==> src/hdl/mandelbrot_escape_time_pixel_macros.svh <==
// Assertion macros for the escape-time pixel engine.
// Needs clk and rst_n in the scope where a macro is used.
`ifndef MANDELBROT_ESCAPE_TIME_PIXEL_MACROS_SVH
`define MANDELBROT_ESCAPE_TIME_PIXEL_MACROS_SVH

// same-cycle implication
`define MANDEL_ASSERT_NOW(label, ante, cons, msg) \
    label: assert property (@(posedge clk) disable iff (!rst_n) (ante) |-> (cons)) \
        else $error(msg);

// next-cycle implication
`define MANDEL_ASSERT_NEXT(label, ante, cons, msg) \
    label: assert property (@(posedge clk) disable iff (!rst_n) (ante) |=> (cons)) \
        else $error(msg);

`endif

==> src/hdl/mandel_pkg.sv <==
// Shared types, constants and colour ramp for the escape-time pixel engine.
// No dependencies.
package mandel_pkg;

    localparam int COLOR_ENTRIES = 64;
    localparam int CIDX_W        = $clog2(COLOR_ENTRIES);
    localparam int COORD_W       = 32;
    localparam int ITER_W        = 16;
    localparam int COUNT_W       = ITER_W + 1;
    localparam int TOTAL_W       = 48;
    localparam int COLOR_W       = 24;
    localparam int PROD_W        = 2 * COORD_W;
    localparam int FRAC_BITS     = 28;
    localparam int OUT_DATA_W    = 96;

    localparam logic [1:0] REG_X_START  = 2'd0;
    localparam logic [1:0] REG_X_STEP   = 2'd1;
    localparam logic [1:0] REG_MAX_ITER = 2'd2;

    localparam logic [ITER_W-1:0] MAX_ITER_RST = 16'd256;

    localparam logic [1:0] BAND_BLUE  = 2'b00;
    localparam logic [1:0] BAND_GREEN = 2'b01;
    localparam logic [1:0] BAND_RED   = 2'b10;

    typedef enum logic [1:0] {
        ST_IDLE,
        ST_MUL,
        ST_UPD,
        ST_FIN
    } mandel_state_t;

    typedef struct packed {
        logic load;
        logic iter;
        logic emit;
    } mandel_cmd_t;

    typedef struct packed {
        logic finish;
    } mandel_stat_t;

    function automatic logic [COLOR_W-1:0] ramp_color(input logic [CIDX_W-1:0] idx);
        logic [3:0]         lvl;
        logic [COLOR_W-1:0] col;
        lvl = idx[3:0];
        case (idx[5:4])
            BAND_BLUE:  col = {16'h0000, lvl, 4'h0};
            BAND_GREEN: col = {8'h00, lvl, 12'h000};
            BAND_RED:   col = {lvl, 20'h00000};
            default:    col = {lvl, 12'h000, lvl, 4'h0};
        endcase
        return col;
    endfunction

endpackage

==> src/hdl/mandel_ctrl.sv <==
// Sequencer for the escape-time pixel engine: handshakes and iteration steps.
// Depends on mandel_pkg.
module mandel_ctrl (
    input  logic                      clk,
    input  logic                      rst_n,
    input  logic                      in_valid,
    output logic                      in_ready,
    output logic                      out_valid,
    input  logic                      out_ready,
    input  mandel_pkg::mandel_stat_t  stat,
    output mandel_pkg::mandel_cmd_t   cmd
);
    import mandel_pkg::*;

    mandel_state_t state_reg, state_next;
    logic          out_valid_reg, out_valid_next;

    always_ff @(posedge clk or negedge rst_n)
    begin
        if (!rst_n)
        begin
            state_reg     <= ST_IDLE;
            out_valid_reg <= 1'b0;
        end
        else
        begin
            state_reg     <= state_next;
            out_valid_reg <= out_valid_next;
        end
    end

    always_comb
    begin
        state_next     = state_reg;
        out_valid_next = out_valid_reg && !out_ready;
        cmd            = '0;
        in_ready       = 1'b0;
        case (state_reg)
            ST_IDLE:
            begin
                in_ready = 1'b1;
                if (in_valid)
                begin
                    cmd.load   = 1'b1;
                    state_next = ST_MUL;
                end
            end
            ST_MUL:
                state_next = ST_UPD;
            ST_UPD:
            begin
                if (stat.finish)
                    state_next = ST_FIN;
                else
                begin
                    cmd.iter   = 1'b1;
                    state_next = ST_MUL;
                end
            end
            ST_FIN:
            begin
                if (!out_valid_reg || out_ready)
                begin
                    cmd.emit       = 1'b1;
                    out_valid_next = 1'b1;
                    state_next     = ST_IDLE;
                end
            end
            default:
                state_next = ST_IDLE;
        endcase
    end

    assign out_valid = out_valid_reg;

endmodule

==> config.mk <==
export PLATFORM = sky130hd
export DESIGN_NAME = mandel_ctrl
export DESIGN_NICKNAME = d
export VERILOG_FILES = /design/src/hdl/mandelbrot_escape_time_pixel_macros.svh /design/src/hdl/mandel_pkg.sv /design/src/hdl/mandel_ctrl.sv
export SDC_FILE = /design/constraint.sdc
export NUM_CORES = 1
export LEC_CHECK = 0
export BUFFER_PORTS_ARGS = -buffer_cell sky130_fd_sc_hd__buf_2
export CORE_AREA = 3 3 40 42
export DETAILED_ROUTE_END_ITERATION = 7
export DIE_AREA = 0 0 43 45
export MAX_ROUTING_LAYER = met4
export PLACE_DENSITY = 0.3
export SLEW_MARGIN = 20
export SYNTH_ARGS = -nofsm -noshare
export SYNTH_HDL_FRONTEND = slang
export SYNTH_SLANG_ARGS = --single-unit
==> constraint.sdc <==
create_clock -name clk -period 1.5 [get_ports clk]
set_input_delay 0.075 -clock clk [delete_from_list [all_inputs] [get_ports clk]]
set_output_delay 0.075 -clock clk [all_outputs]
set_load 0.1 [all_outputs]
==> impl_metrics.ini, run 1 <==
[synth]
yosys.cell_types.count = 10
synth_seq_cells = 3
syn_area_per_cell_um2 = 9.34
synth_fp_nets = 20
synthCells = 15
yosysSeqAreaShare_pct = 53.6
ys_warn_count = 0
synth_area_leader_cell = dfrtp_1
synth_area_leaders = dfrtp_1 (54%), a21oi_1 (7.1%), nand2_1 (5.4%)
synth_top_area_share_pct = 53.6
synth_area_um2 = 140

[cells_and_area]
layout-drive-gt1-share_pct = 58.6
largest_reg_flops = 2
nNetsFinal = 35
layout_common_cells = buf_2 (6), clkbuf_4 (3), buf_12 (3)
mostFrequentLayoutCell = buf_2
diodes = 0
fill_cells = 140
syn_to_final_growth_pct = 125

[floorplanning]
dieArea_mm2 = 0.00194
die_w_um = 43
fp.dieH_um = 45
initial_core_util_pct = 10.9
core-area_mm2 = 0.00128
io_pins = 10
std_cell_rows = 13

[detailed_routing]
dr.pass1.iters = 3
drc = 0
wirelength_um = 380
ant_nets = 0
num_vias = 155
wl_per_cell_um = 8.64
avgViaCountPerCell = 3.52
drt_iter0_markers = 11

[sta]
slew_headroom_pct = 68.0
fin_setup_tns_ns = 0
rsz0062_at_grt = false
timing.final.ws_setup_ns = 0.159
tightestPinTransition_ns = 0.483
hold_viol = 0
setup_viol_count_final = 0
min_period_ns = 1.34
max_freq_ghz = 0.746
whs_ns = 0.121
final.setup_skew_ns = 0.00179
timing.final.crit_share_pct = 89.4
maxSlewViolCount = 0

[worst_setup_path]
required_ns = 1.42
start_kind = flop
cp.arrival_ns = 1.27
crit_fanout = 6
path_class = flop to output port
worstPathBufferInverterCount = 1
crit_path_top_delay_cell = dfrtp_1
slowest_delay_ns = 0.46
crit_chain = nor2_4 > buf_2
endpoint_kind = output port
cp_top_family = flip-flops

[placement]
portBuffers = 9
place_hpwl_um = 307
gp_congestion = 0.620
dp_slack_ns = 0.401

[worst_hold_path]
hold_class = primary input to flop

[global_routing]
overflow = 0
grt_first_pass_wirelength_um = 669
grt_max_degree = 8
antenna_found_initial = 0
grtUsageTotal_pct = 5.06
grt_pass1_vias = 162

[cts]
cts_resized = 0
h-tree-depth = 1
cts_tree = done
clk_path_buf_depth = 2
cts_made_buffers = 3
cts.clk_slew.worst_paths_ns = 0.04
clockRootBuffer = clkbuf_4
clk-insertion-delay-late_ns = 0.23
clock_sinks = 3

[run]
drv_cap = 0

[status]
outcome = completed
==> path summary, 6_finish.rpt <==
check                             start      endpoint  slack (ns)  depth (start not counted)
max in group asynchronous         rst_n     out_valid        1.21                          2
max reg2reg                state_reg[0]     out_valid        0.68                          2
min                            in_valid  state_reg[0]        0.12                          3
max                        state_reg[0]      in_ready        0.16                          2
min reg2reg                   out_valid     out_valid        0.55                          2
min in group asynchronous         rst_n  state_reg[0]        0.17                          2
==> cells by family after synthesis <==
logic type	after synthesis	synth area share (%)
AND/OR/NAND/NOR	9	34.8
flip-flops	3	53.6
AO/OA/AOI/OAI	3	11.6
==> per-layer routing <==
layer  part of all wire [%]  global-route usage, %  wire length (µm)
met3                     13                   2.79                51
met4                      0                   5.42                 0
met2                     40                   6.29               152
met1                     46                   5.31               175
met5                      0                      -                 0
==> per-stage QoR <==
step	std cells	instance area, µm²	utilization (%)
after floorplan	15	170	-
after global placement	39	279	21.7
after detailed placement	39	279	21.7
after CTS	44	315	24.5
after global routing	44	315	24.5
final	44	315	24.5
==> timing repair <==
item	4_1_cts	5_1_grt
hold buffers	1	0
endpoints found under the hold margin	3	0
setup buffers	0	0
==> cell type report <==
| cell class | count | area [µm²] | area share (%) |
|---|---|---|---|
| Timing Repair Buffer | 10 | 100 | 31.7 |
| Sequential cell | 3 | 76.3 | 24.2 |
| Tap cell | 15 | 18.8 | 5.95 |
| Multi-Input combinational cell | 12 | 93.8 | 29.8 |
| Clock buffer | 4 | 26.3 | 8.33 |
==> synthesized netlist by cell type <==
library cell  instances
dfrtp_1               3
a21oi_1               2
nand2_1               2
nor2_1                2
a31oi_1               1
and2_1                1
nand2b_1              1
nand3b_1              1
nor2b_1               1
nor3b_1               1
==> worst reg2reg max path, cell delays in order, from the launching register on <==
cell	delay, ns
dfrtp_1	0.49
nand2_1	0.17
nand2_1	0.10
Power of run 1 is not shown: default switching activity piles up to over one toggle a cycle in this logic, so the estimate is an artifact.
==> inputs of run 2 (changes only) <==
ABC_AREA = 1   (was not set)
==> run 2 against run 1 <==
Effect of this change:
- flip-flop and latch count did not move
- clock skew fell by 0.0015 ns
- critical path depth rose by 1
- wire length rose by 2.9%
==> impl_metrics.ini, run 2 <==
[synth]
syn_area_per_cell_um2 = 7.39
synth_seq_cells = 3
synth_edf_count = 0
synthCells = 21
synth_area_leader_cell = dfrtp_1
ys_warn_count = 0
synth_area_um2 = 155
async_flop_share_pct = 100
yosys.cell_types.count = 10
yosys-top-cells-count = inv_1 (5), nand2_1 (5), dfrtp_1 (3)
synth_top_area_share_pct = 48.4
synth_area_leaders = dfrtp_1 (48%), inv_1 (12%), nand2_1 (12%)
synth-main-ff-cell = dfrtp_1
synth_fp_nets = 26
yosysSeqAreaShare_pct = 48.4

[status]
outcome = completed

[floorplanning]
io_pins = 10
die_w_um = 43
fp.dieH_um = 45
std_cell_rows = 13
initial_core_util_pct = 12.1
core-area_mm2 = 0.00128
dieArea_mm2 = 0.00194

[worst_setup_path]
path_class = flop to output port
required_ns = 1.42
rr_worst_depth = 5
cp_top_family = buffers and inverters
crit_chain = inv_1 > nor3_2 > buf_2
endpoint_kind = output port
crit_fanout = 6
worstPathBufferInverterCount = 2
r2r_end = state_reg[1]
worstReg2RegStart = state_reg[1]
crit_start = state_reg[1]
slowest_delay_ns = 0.45
cp.arrival_ns = 1.33
start_kind = flop
r2r_slack_ns = 0.63
crit_path_top_delay_cell = dfrtp_1

[global_routing]
antenna_found_initial = 0
grt_max_degree = 7
grtUsageTotal_pct = 4.98
grt_first_pass_wirelength_um = 627
grt_pass1_vias = 161
overflow = 0

[sta]
min_period_ns = 1.40
slew_headroom_pct = 67.8
final.setup_skew_ns = 0.000240
tightestPinTransition_ns = 0.487
timing.final.ws_setup_ns = 0.0967
timing.final.crit_share_pct = 93.6
maxSlewViolCount = 0
fin_setup_tns_ns = 0
max_freq_ghz = 0.713
hold_viol = 0
rsz0062_at_grt = false
setup_viol_count_final = 0

[cells_and_area]
fill_cells = 145
diodes = 0
nNetsFinal = 41
layout-drive-gt1-share_pct = 54.3
layout_common_cells = buf_2 (8), nand2_1 (5), inv_1 (4)
syn_to_final_growth_pct = 85.5
final_area_um2 = 288
final_util_pct = 22.4
mostFrequentLayoutCell = buf_2
largest_reg_flops = 2

[cts]
clock_sinks = 3
clk-insertion-delay-late_ns = 0.23
clockRootBuffer = clkbuf_4
cts_setup_buffers = 0
clk_path_buf_depth = 2
cts.clk_slew.worst_paths_ns = 0.03
cts_tree = done
h-tree-depth = 1
cts_made_buffers = 3

[placement]
gp_congestion = 0.641
portBuffers = 9
dp_slack_ns = 0.324
placedInstanceArea_um2 = 251

[worst_hold_path]
min_to = state_reg[0]
min_path_cells = 3
hold_class = primary input to flop
hp-start = in_valid

[detailed_routing]
ant_nets = 0
dr.pass1.iters = 4
drt_iter0_markers = 3
avgViaCountPerCell = 3.22
wl_per_cell_um = 7.82
wirelength_um = 391
drc = 0
num_vias = 161

[run]
drv_cap = 0
[run 2: cell count changes after synthesis, sizes merged]
cell | before | now
inv | 0 | 5
nand2 | 2 | 7
a21oi | 2 | 0
o21ai | 0 | 2
a31oi | 1 | 0
and2 | 1 | 0
clkinv | 0 | 1
nand2b | 1 | 0
nand3b | 1 | 0
nor2 | 2 | 1
nor2b | 1 | 0
nor3 | 0 | 1
[run 2: final cells by class]
cell class | instances | area (µm²) | share of cell area (%)
inverters | 6 | 26.3 | 9.13
well taps | 15 | 18.8 | 6.52
repair buffers | 10 | 70.1 | 24.3
multi-input cells | 12 | 70.1 | 24.3
clock buffers | 4 | 26.3 | 9.13
flip-flops and latches | 3 | 76.3 | 26.5
[run 2: how the worst max path moves through the flow]
stage | to | slack, ns | depth (start not counted)
global route | cmd[1] | 0.02 | 3
detailed placement | cmd[1] | 0.32 | 3
CTS | cmd[1] | 0.07 | 3
finish | cmd[1] | 0.1 | 3
floorplan | cmd[2] | -0.25 | 1
global placement | cmd[2] | 0.37 | 2
[run 2: worst register-to-register path: stages, from the launching register on]
cell and delay (ns):
dfrtp_1 0.44, nand2_2 0.11, clkinv_1 0.07, nand2_2 0.08
nand2_1 0.06, inv_1 0.05
[run 2: what timing repair did]
action	4_1_cts	5_1_grt
resized for setup	0	0
endpoints found under the hold margin	3	0
hold buffers	1	0
[run 2: logic make-up after synthesis]
kind of cell           share of synthesized area (%)
DFF                                             48.4
buffers and inverters                           14.5
and+or+nand+nor                                 30.6
AOI/OAI and AO/OA                               6.45
[run 2: metrics by stage]
step / hold slack (ns) / instances
6_report: 0.116 / 50
5_1_grt: 0.141 / 50
4_1_cts: 0.109 / 50
3_5_place_dp: -0.123 / 45
3_3_place_gp: -0.125 / 45
2_1_floorplan: -0.221 / 21
[run 2: metal layers]
layer	GRT usage (%)	share of wire (%)	vias up
li1	-	-	88
met1	5.08	38	71
met2	6.59	59	2
met3	1.20	2.6	0
met4	7.23	0	0
met5	-	0	-
Power of run 2 is left out for the same reason.
==> inputs of run 3 (changes only) <==
SETUP_SLACK_MARGIN = 0.5   (was not set)
==> run 3 against run 2 <==
Effect of this change:
- cell area increased by 53%
- first-iteration DRC count fell by 67%
- worst setup slack improved by 0.16 ns
- non-clock buffer count up 8
- global-route usage is 1.2 points higher
- clock skew barely moved
- clock-buffer cell count unchanged
- via count up 25%
- critical path type unchanged
- largest cell class is now non-clock buffers
==> impl_metrics.ini, run 3 (synthesis gave the netlist of run 2 again) <==
[detailed_routing]
routed-wl-met3_um = 22
dr.pass1.iters = 4
route.met2.wl_um = 290
avgViaCountPerCell = 3.47
met1_length_um = 165
drc = 0
ant_nets = 0
wl_per_cell_um = 8.26
num_vias = 201
wirelength_um = 479
top_layer_used = met3
drt_iter0_markers = 1

[run]
drv_cap = 0

[status]
outcome = completed

[cells_and_area]
syn_to_final_growth_pct = 183
fill_cells = 137
layout-drive-gt1-share_pct = 74.4
mostFrequentLayoutCell = buf_4
largest_reg_flops = 2
nNetsFinal = 49
multi_input_area_um2 = 100
diodes = 0
layout_common_cells = buf_4 (7), nand2_1 (4), buf_2 (4), buf_12 (4)
area.sequential_um2 = 81.3
final_util_pct = 34.2

[worst_setup_path]
path_class = flop to output port
cp.arrival_ns = 1.17
start_kind = flop
required_ns = 1.42
crit_fanout = 5
rr_worst_depth = 5
endpoint_kind = output port

[cts]
h-tree-depth = 1
clk_path_buf_depth = 2
clockRootBuffer = clkbuf_4
cts_tree = done
cts.clk_slew.worst_paths_ns = 0.04
cts_made_buffers = 3
clock_sinks = 3
clk-insertion-delay-late_ns = 0.23

[global_routing]
overflow = 0
antenna_found_initial = 0
grt_max_degree = 6
grt_first_pass_wirelength_um = 772
grt_pass1_vias = 207
grtUsageTotal_pct = 6.18

[sta]
hold_viol = 0
max_freq_ghz = 0.802
rsz0062_at_grt = true
min_period_ns = 1.25
timing.final.ws_setup_ns = 0.254
fin_setup_tns_ns = 0
timing.final.crit_share_pct = 83.1
maxSlewViolCount = 0
tightestPinTransition_ns = 0.201
final.setup_skew_ns = 0.000263
slew_headroom_pct = 86.6
setup_viol_count_final = 0
whs_ns = 0.0999

[placement]
dp_slack_ns = 0.353
gp_congestion = 0.658
portBuffers = 9
place_hpwl_um = 306

[floorplanning]
dieArea_mm2 = 0.00194
std_cell_rows = 13
io_pins = 10
fp.dieH_um = 45
core-area_mm2 = 0.00128
die_w_um = 43
initial_core_util_pct = 12.1

[worst_hold_path]
hold_class = primary input to flop
min_path_cells = 3
[run 3: routing by layer]
layer,global-route usage [%],up-vias
li1,-,105
met1,5.31,91
met2,10.5,5
met3,0,0
met4,9.04,0
met5,-,-
[run 3: final cells by class]
class / count / share of cell area [%]
Timing Repair Buffer: 18 / 42.2
Clock buffer: 4 / 5.98
Multi-Input combinational cell: 12 / 22.8
Tap cell: 15 / 4.27
Sequential cell: 3 / 18.5
Inverter: 6 / 6.27
[run 3: metrics by stage]
step / std cells / cell area, µm²
after global routing: 58 / 439
after floorplan: 21 / 203
final: 58 / 439
after detailed placement: 45 / 282
after CTS: 57 / 410
after global placement: 45 / 282
[run 3: what timing repair did]
item                                    in CTS  in global routing
setup buffers                                7                  1
endpoints found under the setup margin       5                  5
pin swaps                                    3                  2
endpoints found under the hold margin        3                  0
hold buffers                                 1                  0
gates resized for setup                     13                  6
[run 3: worst max-delay path, cell delays in order, from the launching register on]
cell        delay [ns]
dfrtp_2           0.44
nand2_2           0.11
clkinv_2          0.07
nand2_4           0.07
clkinvlp_4        0.09
buf_12            0.17
[run 3: final timing paths]
| kind | start | to | slack (ns) |
|---|---|---|---|
| worst max-delay path | state_reg[1] | cmd[0] | 0.25 |
| worst max register to register | state_reg[1] | out_valid | 0.51 |
| worst min-delay path | in_valid | state_reg[0] | 0.1 |
| min in group asynchronous | rst_n | state_reg[1] | 0.17 |
| max in group asynchronous | rst_n | out_valid | 1.21 |
| worst min register to register | out_valid | out_valid | 0.57 |
Power of run 3 is left out for the same reason.
